<file path="src/rtl/modular_exponentiation_defines.svh">
// Assertion macros shared by the modular exponentiation RTL.
`ifndef MODULAR_EXPONENTIATION_DEFINES_SVH
`define MODULAR_EXPONENTIATION_DEFINES_SVH

`ifndef ASSERT_OFF

// Same-cycle implication, disabled while in reset.
`define MX_ASSERT_IMP(label, clk, rst, ante, cons, msg) \
  label: assert property (@(posedge clk) disable iff (rst) (ante) |-> (cons)) else $error(msg);

// Next-cycle implication, disabled while in reset.
`define MX_ASSERT_NXT(label, clk, rst, ante, cons, msg) \
  label: assert property (@(posedge clk) disable iff (rst) (ante) |=> (cons)) else $error(msg);

`else

`define MX_ASSERT_IMP(label, clk, rst, ante, cons, msg)
`define MX_ASSERT_NXT(label, clk, rst, ante, cons, msg)

`endif

`endif

</file>
<file path="src/rtl/modexp_pkg.sv">
// Shared types and constants for the modular exponentiation block.
package modexp_pkg;

  localparam int EXP_BITS_DEF = 32;
  localparam int MOD_BITS_DEF = 31;

  localparam int BASE_W = 32;                 // base_value width
  localparam int RES_W  = 31;                 // residue width
  localparam int DATA_W = 32;                 // config data width
  localparam int ADDR_W = 3;                  // config byte address width
  localparam int CNT_W  = $clog2(BASE_W + 1); // multiplier bit counter

  localparam logic [RES_W-1:0] MOD_RESET = 31'd1000000007;

  // Register index (byte address bit 2)
  localparam logic REG_MODULUS = 1'b0;

  typedef enum logic {
    OP_MULT,
    OP_SQUARE
  } mul_op_t;

  typedef enum logic [2:0] {
    S_IDLE,
    S_REDUCE,
    S_BIT,
    S_MULT,
    S_SQUARE,
    S_FINISH
  } state_t;

  typedef struct packed {
    logic    load;      // capture operands, begin base reduction
    logic    start;     // begin a modular multiply
    mul_op_t op;
    logic    step;      // one multiplier bit
    logic    wb_res;    // write multiply result to res
    logic    wb_sq;     // write multiply result to sq
    logic    shift_exp; // consume one exponent bit
    logic    out_load;  // move res into the output register
  } dp_cmd_t;

  typedef struct packed {
    logic mul_last;
    logic exp_zero;
    logic exp_bit;
    logic mod_zero;
    logic out_valid;
  } dp_sts_t;

endpackage

</file>
<file path="src/rtl/modexp_ctrl.sv">
// Sequencer for square-and-multiply: steps the shared modular multiplier.
`include "modular_exponentiation_defines.svh"

module modexp_ctrl (
  input  logic                clk,
  input  logic                rst,
  input  logic                in_valid,
  output logic                in_ready,
  input  logic                out_ready,
  input  modexp_pkg::dp_sts_t sts,
  output modexp_pkg::dp_cmd_t cmd
);
  import modexp_pkg::*;

  state_t state;
  state_t state_next;

  always_ff @(posedge clk) begin
    if (rst) begin
      state <= S_IDLE;
    end else begin
      state <= state_next;
    end
  end

  always_comb begin
    state_next = state;
    cmd        = '0;
    cmd.op     = OP_SQUARE;
    in_ready   = 1'b0;
    case (state)
      S_IDLE: begin
        in_ready = 1'b1;
        if (in_valid) begin
          cmd.load   = 1'b1;
          state_next = sts.mod_zero ? S_FINISH : S_REDUCE;
        end
      end
      S_REDUCE: begin
        cmd.step = 1'b1;
        if (sts.mul_last) begin
          cmd.wb_sq  = 1'b1;
          state_next = S_BIT;
        end
      end
      S_BIT: begin
        if (sts.exp_zero) begin
          state_next = S_FINISH;
        end else begin
          cmd.start = 1'b1;
          if (sts.exp_bit) begin
            cmd.op     = OP_MULT;
            state_next = S_MULT;
          end else begin
            state_next = S_SQUARE;
          end
        end
      end
      S_MULT: begin
        cmd.step = 1'b1;
        if (sts.mul_last) begin
          // result goes to res while the squaring starts from sq
          cmd.wb_res = 1'b1;
          cmd.start  = 1'b1;
          cmd.op     = OP_SQUARE;
          state_next = S_SQUARE;
        end
      end
      S_SQUARE: begin
        cmd.step = 1'b1;
        if (sts.mul_last) begin
          cmd.wb_sq     = 1'b1;
          cmd.shift_exp = 1'b1;
          state_next    = S_BIT;
        end
      end
      S_FINISH: begin
        if (!sts.out_valid || out_ready) begin
          cmd.out_load = 1'b1;
          state_next   = S_IDLE;
        end
      end
      default: begin
        state_next = S_IDLE;
      end
    endcase
  end

  `MX_ASSERT_NXT(a_busy_after_accept, clk, rst, in_valid && in_ready, !in_ready, "accepted while busy")
  `MX_ASSERT_IMP(a_no_overwrite, clk, rst, cmd.out_load, !sts.out_valid || out_ready, "result overwritten")
  `MX_ASSERT_IMP(a_shift_nonzero, clk, rst, cmd.shift_exp, !sts.exp_zero, "shift of empty exponent")

endmodule

</file>
<file path="src/rtl/modexp_datapath.sv">
// Operand registers, bit-serial modular multiplier and output register.
`include "modular_exponentiation_defines.svh"

module modexp_datapath #(
  parameter int EXP_BITS = modexp_pkg::EXP_BITS_DEF,
  parameter int MOD_BITS = modexp_pkg::MOD_BITS_DEF
) (
  input  logic                           clk,
  input  logic                           rst,
  input  modexp_pkg::dp_cmd_t            cmd,
  output modexp_pkg::dp_sts_t            sts,
  input  logic [MOD_BITS-1:0]            modulus,
  input  logic [modexp_pkg::BASE_W-1:0]  base_value,
  input  logic [31:0]                    exponent,
  input  logic                           out_ready,
  output logic                           out_valid,
  output logic [modexp_pkg::RES_W-1:0]   residue
);
  import modexp_pkg::*;

  localparam int SW = MOD_BITS + 2;

  logic [MOD_BITS-1:0] mod_q;
  logic [MOD_BITS-1:0] res;
  logic [MOD_BITS-1:0] sq;
  logic [EXP_BITS-1:0] e;
  logic [MOD_BITS-1:0] acc;
  logic [MOD_BITS-1:0] mul_a;
  logic [BASE_W-1:0]   mb;
  logic [CNT_W-1:0]    cnt;

  logic [MOD_BITS-1:0] one_m;
  logic [MOD_BITS-1:0] acc_next;
  logic [SW-1:0]       sum;
  logic [SW-1:0]       m1;
  logic [SW-1:0]       m2;
  logic [SW-1:0]       d1;
  logic [SW-1:0]       d2;

  assign one_m = (modulus > MOD_BITS'(1)) ? MOD_BITS'(1) : '0;

  // acc = (2*acc + bit*a) mod m; sum stays below 3m
  assign sum = {1'b0, acc, 1'b0} + {2'b00, (mb[BASE_W-1] ? mul_a : '0)};
  assign m1  = {2'b00, mod_q};
  assign m2  = {1'b0, mod_q, 1'b0};
  assign d1  = sum - m1;
  assign d2  = sum - m2;

  always_comb begin
    if (sum >= m2) begin
      acc_next = d2[MOD_BITS-1:0];
    end else if (sum >= m1) begin
      acc_next = d1[MOD_BITS-1:0];
    end else begin
      acc_next = sum[MOD_BITS-1:0];
    end
  end

  always_ff @(posedge clk) begin
    if (cmd.load) begin
      mod_q <= modulus;
      res   <= one_m;
      e     <= EXP_BITS'(exponent);
      // base mod m: shift base bits in against a = 1
      mul_a <= one_m;
      mb    <= base_value;
      acc   <= '0;
      cnt   <= CNT_W'(BASE_W);
    end else if (cmd.start) begin
      mul_a <= (cmd.op == OP_MULT) ? res : sq;
      mb    <= {sq, {(BASE_W - MOD_BITS){1'b0}}};
      acc   <= '0;
      cnt   <= CNT_W'(MOD_BITS);
    end else if (cmd.step) begin
      acc <= acc_next;
      mb  <= mb << 1;
      cnt <= cnt - CNT_W'(1);
    end
    if (cmd.wb_res) begin
      res <= acc_next;
    end
    if (cmd.wb_sq) begin
      sq <= acc_next;
    end
    if (cmd.shift_exp) begin
      e <= e >> 1;
    end
    if (cmd.out_load) begin
      residue <= RES_W'(res);
    end
  end

  always_ff @(posedge clk) begin
    if (rst) begin
      out_valid <= 1'b0;
    end else if (cmd.out_load) begin
      out_valid <= 1'b1;
    end else if (out_ready) begin
      out_valid <= 1'b0;
    end
  end

  assign sts.mul_last  = (cnt == CNT_W'(1));
  assign sts.exp_zero  = (e == '0);
  assign sts.exp_bit   = e[0];
  assign sts.mod_zero  = (modulus == '0);
  assign sts.out_valid = out_valid;

  `MX_ASSERT_NXT(a_acc_below_mod, clk, rst, cmd.step, acc < mod_q, "partial product not reduced")
  `MX_ASSERT_IMP(a_valid_from_load, clk, rst, $rose(out_valid), $past(cmd.out_load), "result without load")

endmodule

</file>
<file path="src/rtl/modular_exponentiation.sv">
// Operation: the base is first reduced mod m bit by bit, then each exponent bit up to the highest
//   set one takes a squaring, preceded by a multiply into the result when the bit is set.
// One transaction at a time; the shift-add modular multiplier, one multiplier bit per cycle,
//   sets the rate. Next input is taken while a finished result waits at the output.
// Synchronous reset returns the sequencer to idle, empties the output and sets the
//   modulus to 1000000007.
module modular_exponentiation #(
  parameter int EXP_BITS = modexp_pkg::EXP_BITS_DEF,
  parameter int MOD_BITS = modexp_pkg::MOD_BITS_DEF
) (
  input  logic                           clk,
  input  logic                           rst,
  input  logic                           psel,
  input  logic                           penable,
  input  logic                           pwrite,
  input  logic [modexp_pkg::ADDR_W-1:0]  paddr,
  input  logic [modexp_pkg::DATA_W-1:0]  pwdata,
  output logic [modexp_pkg::DATA_W-1:0]  prdata,
  output logic                           pready,
  input  logic                           in_valid,
  output logic                           in_ready,
  input  logic [modexp_pkg::BASE_W-1:0]  base_value,
  input  logic [31:0]                    exponent,
  output logic                           out_valid,
  input  logic                           out_ready,
  output logic [modexp_pkg::RES_W-1:0]   residue
);
  import modexp_pkg::*;

  logic [MOD_BITS-1:0] modulus;
  dp_cmd_t             cmd;
  dp_sts_t             sts;

  assign pready = 1'b1;

  always_ff @(posedge clk) begin
    if (rst) begin
      modulus <= MOD_BITS'(MOD_RESET);
    end else if (psel && penable && pwrite && pready && (paddr[2] == REG_MODULUS)) begin
      modulus <= pwdata[MOD_BITS-1:0];
    end
  end

  assign prdata = (paddr[2] == REG_MODULUS) ? DATA_W'(modulus) : '0;

  modexp_ctrl u_ctrl (
    .clk       (clk),
    .rst       (rst),
    .in_valid  (in_valid),
    .in_ready  (in_ready),
    .out_ready (out_ready),
    .sts       (sts),
    .cmd       (cmd)
  );

  modexp_datapath #(
    .EXP_BITS (EXP_BITS),
    .MOD_BITS (MOD_BITS)
  ) u_datapath (
    .clk        (clk),
    .rst        (rst),
    .cmd        (cmd),
    .sts        (sts),
    .modulus    (modulus),
    .base_value (base_value),
    .exponent   (exponent),
    .out_ready  (out_ready),
    .out_valid  (out_valid),
    .residue    (residue)
  );

endmodule

</file>
<file path="config.mk">
export PLATFORM = sky130hd
export DESIGN_NAME = modular_exponentiation
export DESIGN_NICKNAME = d
export VERILOG_FILES = /design/src/rtl/modexp_pkg.sv /design/src/rtl/modexp_ctrl.sv /design/src/rtl/modexp_datapath.sv /design/src/rtl/modular_exponentiation.sv
export VERILOG_INCLUDE_DIRS = /design/src /design/src/rtl
export SDC_FILE = /design/constraint.sdc
export NUM_CORES = 1
export LEC_CHECK = 0
export ABC_AREA = 0
export BUFFER_PORTS_ARGS = -buffer_cell sky130_fd_sc_hd__buf_2
export CORE_AREA = 2 2 251 253
export CTS_CLUSTER_SIZE = 12
export DETAILED_ROUTE_END_ITERATION = 10
export DIE_AREA = 0 0 253 255
export GPL_ROUTABILITY_DRIVEN = 0
export PLACE_DENSITY_LB_ADDON = 0.08
export SETUP_SLACK_MARGIN = 0.4
export SLEW_MARGIN = 10
export SYNTH_ARGS = -nofsm -noshare
export SYNTH_HDL_FRONTEND = slang
export SYNTH_SLANG_ARGS = --single-unit
export TNS_END_PERCENT = 100
</file>
<file path="constraint.sdc">
create_clock -name clk -period 7.5 [get_ports clk]
set_clock_uncertainty 0.05 [all_clocks]
set_input_delay 1.5 -clock clk [delete_from_list [all_inputs] [get_ports clk]]
set_output_delay 1.5 -clock clk [all_outputs]
set_load 0.1 [all_outputs]
</file>
After elaboration in Yosys (flattened, before gate mapping) --
Index checks and enable logic that the tools add are counted. Widths: inputs -> output; s select.
Word-level totals: flip-flop bits (word level) 291, bits in latches 0, bits in writable memories 0, bits in read-only memories 0, input bits 106, output and inout port bits 66, logic and storage cells 91, memories kept 0
Operators by class: add/subtract/negate cells 4, multiply operators 0, div/mod/pow operators 0, magnitude comparators 3, eq/ne operators 10, shift-type cells 0, multiplexer cells 42, bitwise operators 1, reductions and logical operators 18
Operator list (count):
- $mux 31 | 11
- $mux 32 | 3
- $sub 31x31->31 | 2
- $add 32x31->33 | 1
- $ge 33x31->1 | 1
- $ge 33x32->1 | 1
- $logic_not 32->1 | 1
- $gt 31x1->1 const B | 1
- $logic_not 31->1 | 1
- $mux 3 | 7
- $pmux 3 s5 | 1
- $mux 1 | 13
- $mux 6 | 2
- $reduce_bool 2->1 | 5
- $eq 3x2->1 const B | 2
- $eq 3x3->1 const B | 2
- $eq 6x1->1 const B | 1
- $mux 2 | 3
- $sub 6x1->6 const B | 1
- $ne 2x1->1 const B | 2
- $ne 2x2->1 const B | 2
- $pmux 2 s2 | 1
- $reduce_and 4->1 | 1
- $reduce_or 2->1 | 2
- 9 further kinds | 11

Depth between registers and ports, before layout --
depth after elaboration 6, gate-level depth with buffers 25, mapped depth without buffers 22

Modules after synthesis --
From an unflattened synthesis, not the netlist that was laid out.
Second synthesis, totals: cell total of the unflattened synthesis 1802, area total of the unflattened synthesis 18046.1 um2
Modules (own cells, without submodules):
- modexp_datapath | times used 1, cells each 1585, area an instance 16173.0 um2, seq. area each 7327.0 um2
- modular_exponentiation | times used 1, cells each 174, area an instance 1576.5 um2, seq. area each 620.6 um2
- modexp_ctrl | times used 1, cells each 43, area an instance 296.5 um2, seq. area each 60.1 um2

Worst setup path before layout --
OpenSTA, ideal clock, no wires.
path type register to register, start reg u_ctrl.state[0], end reg u_datapath.mb[0], enable pin, library setup time 0.387 ns, arrival time 4.979 ns, path slack 2.084 ns, cell stages (with the launch flop) 7, path through dfxtp_1 nor3_1 nand2_1 nand2_1 nor2_1 clkbuf_1 inv_1
Between the ends: word-level cells in the longest chain between the ends 4, elaborated cells on any way between the ends 10, those cells by class eq/ne (4); mux (3); reduce/logical (3)
Ends and longest elaborated chain:
- start, declared | line modexp_ctrl.sv:15 | state_t state;
- start signal, assigned | line modexp_ctrl.sv:22 | state <= state_next;
- $eq 3x2->1 (tied with other cells) | line modexp_ctrl.sv:31 | case (state)
- $reduce_or 3->1 (no source line)
- $mux 1 | line modexp_ctrl.sv:31
- $reduce_bool 3->1 (no source line) *
- end signal, assigned | line modexp_datapath.sv:66 | mb <= base_value;
- end signal, assigned | line modexp_datapath.sv:71 | mb <= {sq, {(BASE_W - MOD_BITS){1'b0}}};
- end signal, assigned | line modexp_datapath.sv:76 | mb <= mb << 1;
- end, declared | line modexp_datapath.sv:29 | logic [BASE_W-1:0] mb;
Every way passes the cells marked *; elsewhere a longest branch is shown, timed or not. A chain may end at the register's enable or synchronous reset.

Worst setup path in the final report --
start reg u_datapath.mb[31], end reg u_datapath.res[23], data pin
Between the ends: word-level cells in the longest chain between the ends 6, elaborated cells on any way between the ends 9, those cells by class add/sub (3); order compare (2); mux (4)
Ends and longest elaborated chain:
- $mux 31 * | line modexp_datapath.sv:43 | assign sum = {1'b0, acc, 1'b0} + {2'b00, (mb[BASE_W-1] ? mul_a : '0)};
- $add 32x31->33 * | line modexp_datapath.sv:43
- $sub 31x31->31 / $ge 33x31->1 (equally long branches) | line modexp_datapath.sv:46, modexp_datapath.sv:52
- $mux 31 | line modexp_datapath.sv:52 | end else if (sum >= m1) begin
- $mux 31 * | line modexp_datapath.sv:50 | if (sum >= m2) begin
- net u_datapath.acc_next[23] | line modexp_datapath.sv:33 | logic [MOD_BITS-1:0] acc_next;
- $mux 31 * | line modexp_datapath.sv:79 | if (cmd.wb_res) begin
- end signal, assigned | line modexp_datapath.sv:62 | res <= one_m;
- end signal, assigned | line modexp_datapath.sv:80 | res <= acc_next;
- end, declared | line modexp_datapath.sv:24 | logic [MOD_BITS-1:0] res;
The timed path passes the listed nets; every way through them passes the cells marked *.

==> run metrics <==
Hold Path Stages 0; Max Slew Vio Count 0; Die Width between 200 and 300 um; largest stage delay on the critical path approximately 550 ps; synthesized area per cell roughly 10 um2; Hold Crit Class flop to flop; Synth Flop Type edfxtp_1; DR vias 12960; Synthesized Nets 1919; Fill cells between 6000 and 7000; reg2reg start u_datapath.mb[31]; Worst Max-Slew Pin Slew 1105 ps; Setup violations, final 0; hold path startpoint u_datapath.res[12]; area of the core 62160 um2; setup ws final around 1200 ps; routed wire length 51890 um; vias per cell between 4 and 5; cts bufs inserted 36; PD cells 373.4 nW/um2; critical path buffer and inverter count 3; starting density of the core between 20% and 30%; sequential share of the synthesized area between 40% and 50%; port buffer count roughly 170; reg2reg end u_datapath.res[23]; crit path time final 6257 ps; std cell rows a little over 90; adder-cell share of the synthesized area a little over 7%; routed len/inst roughly 19 um; r2r setup slk ~1200 ps; # diodes 0; Global Route Usage Sum about 16%; Warnings, synthesis 0; critical path capture point type flop; VDD IR-drop max 0.0001434 V; dpl ws about 1300 ps; Worst-path clk slew 60 ps; Design Area, Final 19960 um2; # IOs 172; antenna-violating nets left 0; multiplexer share of the synthesized area 6.351%; postcts setup bufs 0; CTS root buffer clkbuf_16; first-pass GRT wire length a little under 80000 um; CTS-repair resized insts 0; slowest CP cell edfxtp_1; Synth top cells by count nand2_1 (230), edfxtp_1 (218), a21oi_1 (143); top-count cell post-synth nand2_1; xor/xnor share of the synthesized area about 4.3%; Hold Path End u_datapath.residue[12]; Pre-antenna DRT Iters 5; critical path arrival 6510 ps; DRT iter0 DRCs ~790; top cell family by delay on the critical path compound AO/OA/AOI/OAI gates; vias in the first global route between 10000 and 15000; kind of critical path flop to flop; FMAX 159.8 MHz; CTS Hold Bufs 0; Die Span Y 255 um; leak pwr between 8 and 9 nW; Req. time, crit path between 7000 and 8000 ps; worst r2r path cells 21; worst-skew pair later-pin latency about 550 ps; # DRC 0; NumNets Final 2069; Synth Area in Compound Gates between 10% and 20%; Synth async-reset ratio 0%; TritonCTS clock tree built; P&R area growth vs syn 16.42%; Setup TNS 0 ps; Yosys reg bits slightly below 300; Final Hold Viols 0; Post-Syn Instances about 1700; placed inst area roughly 19000 um2; Max Fanout on Critical Path 10; Synth area leaders edfxtp_1 (38%), dfxtp_1 (8.5%), ha_1 (6.9%), nand2_1 (5.0%), a21oi_1 (4.2%); EDFF count, synth around 220; Clock Tree Buf Depth 3; Rel. slew slack between 20% and 30%; Synth top area share between 30% and 40%; Final Util 32.10%; share of cells above drive strength 1 ~16%; largest family of logic cells by synthesized area simple AND/OR/NAND/NOR gates; fin crit share about 83%; Post-Syn Area about 17000 um2; max_cap viols 0; TritonCTS Sinks between 200 and 300; CP startpoint kind flop; cell taking the most area after synthesis edfxtp_1; initial antenna violation count 0; detailed placement HPWL around 39000 um; # H-tree levels 2; largest net degree at the start of global routing 60; outcome finished, final reports clean; die area 64520 um2; Synth Area in Simple Gates 16.23%; Cell Chain, Critical Path and2_1 > ha_1 > inv_1 > fa_1 > nand2b_1 > a21oi_1 > o21ai_0 > inv_1 > a21oi_1 > xnor2_1 > ha_1 > nand4_1 > or3_1 > o2bb2ai_1 > o211ai_2 > o2111ai_1 > a21o_1 > nand3_1 > buf_4 > mux2_2 > and2_1; RSZ-0062 raised after global routing false; Yosys cell types just under 80; grt total ovfl 0
==> worst register-to-register path: stages, from the launching register on <==
cell	delay [ps]
edfxtp_1	550
and2_1	250
ha_1	210
inv_1	60
fa_1	410
nand2b_1	190
a21oi_1	400
o21ai_0	210
inv_1	110
a21oi_1	90
xnor2_1	400
ha_1	310
nand4_1	210
or3_1	460
o2bb2ai_1	200
o211ai_2	290
o2111ai_1	210
a21o_1	240
nand3_1	350
buf_4	250
mux2_2	400
and2_1	150
==> registers in the layout, summed over array words and instances (netlist names) <==
register	count
modulus	31
u_ctrl.state	3
u_datapath.acc	31
u_datapath.cnt	6
u_datapath.e	32
u_datapath.mb	32
u_datapath.mod_q	31
u_datapath.mul_a	31
u_datapath.out_valid	1
u_datapath.res	31
u_datapath.residue	31
u_datapath.sq	31
==> power breakdown <==
group          internal, W  switching (W)  total, W
Clock             0.000953       0.000720   0.00167
Sequential         0.00200      0.0000906   0.00209
Combinational      0.00134        0.00235   0.00369
==> through the flow <==
step                      total power (W)  hold slack [ps]  cells
after floorplan                  0.004708            372.3   1716
after CTS                        0.007495            401.9   2692
final                            0.007452            401.5   2692
after detailed placement         0.005774            387.1   2627
after global routing             0.007954            420.7   2692
after global placement           0.005766            388.5   2627
==> cell usage in the layout, fill, tap and decap left out, drive strengths merged, types with 34 or more instances in the layout <==
cell    count
nand2     230
edfxtp    218
buf       187
a21oi     158
ha         94
nor2       94
o21ai      86
inv        74
dfxtp      73
mux2i      66
and2       59
xnor2      58
clkbuf     52
nor2b      42
mux2       37
a21o       34
==> worst max path at each step <==
stage	start	to	slack (ps)	cells past startpoint
3_3_place_gp	u_datapath.mb[31]	u_datapath.res[17]	1330	20
5_1_grt	u_datapath.mb[31]	u_datapath.res[17]	880	20
6_report	u_datapath.mb[31]	u_datapath.res[23]	1240	21
2_1_floorplan	u_ctrl.state[0]	u_datapath.mb[0]	2080	6
4_1_cts	u_datapath.mb[31]	u_datapath.res[17]	1260	20
3_5_place_dp	u_datapath.mb[31]	u_datapath.res[17]	1280	20
==> per-layer routing <==
metal / part of all wire (%) / track usage [%] / up-vias
met5: 0 / 0 / -
met4: 1.6 / 3.415 / 0
li1: - / - / 6535
met3: 3.7 / 2.349 / 51
met2: 42 / 23.71 / 254
met1: 53 / 24.12 / 6121
==> logic make-up after synthesis <==
logic type,after synthesis
buf+inv,149
xor+xnor,85
fa+ha+maj,97
flops,291
compound gates,414
mux,103
simple gates,575
other cells,2
==> area by class of cell <==
type	instances	area [um2]	area share, %
multi-input combinational	1276	8558	42.89
clock inverter	13	86.33	0.4326
sequential	291	8008	40.13
clock buffer	52	1022	5.123
tap	799	999.7	5.010
inverter	74	280.3	1.404
timing repair buffer	187	1001	5.016
Power figures use the tool's default switching activity.
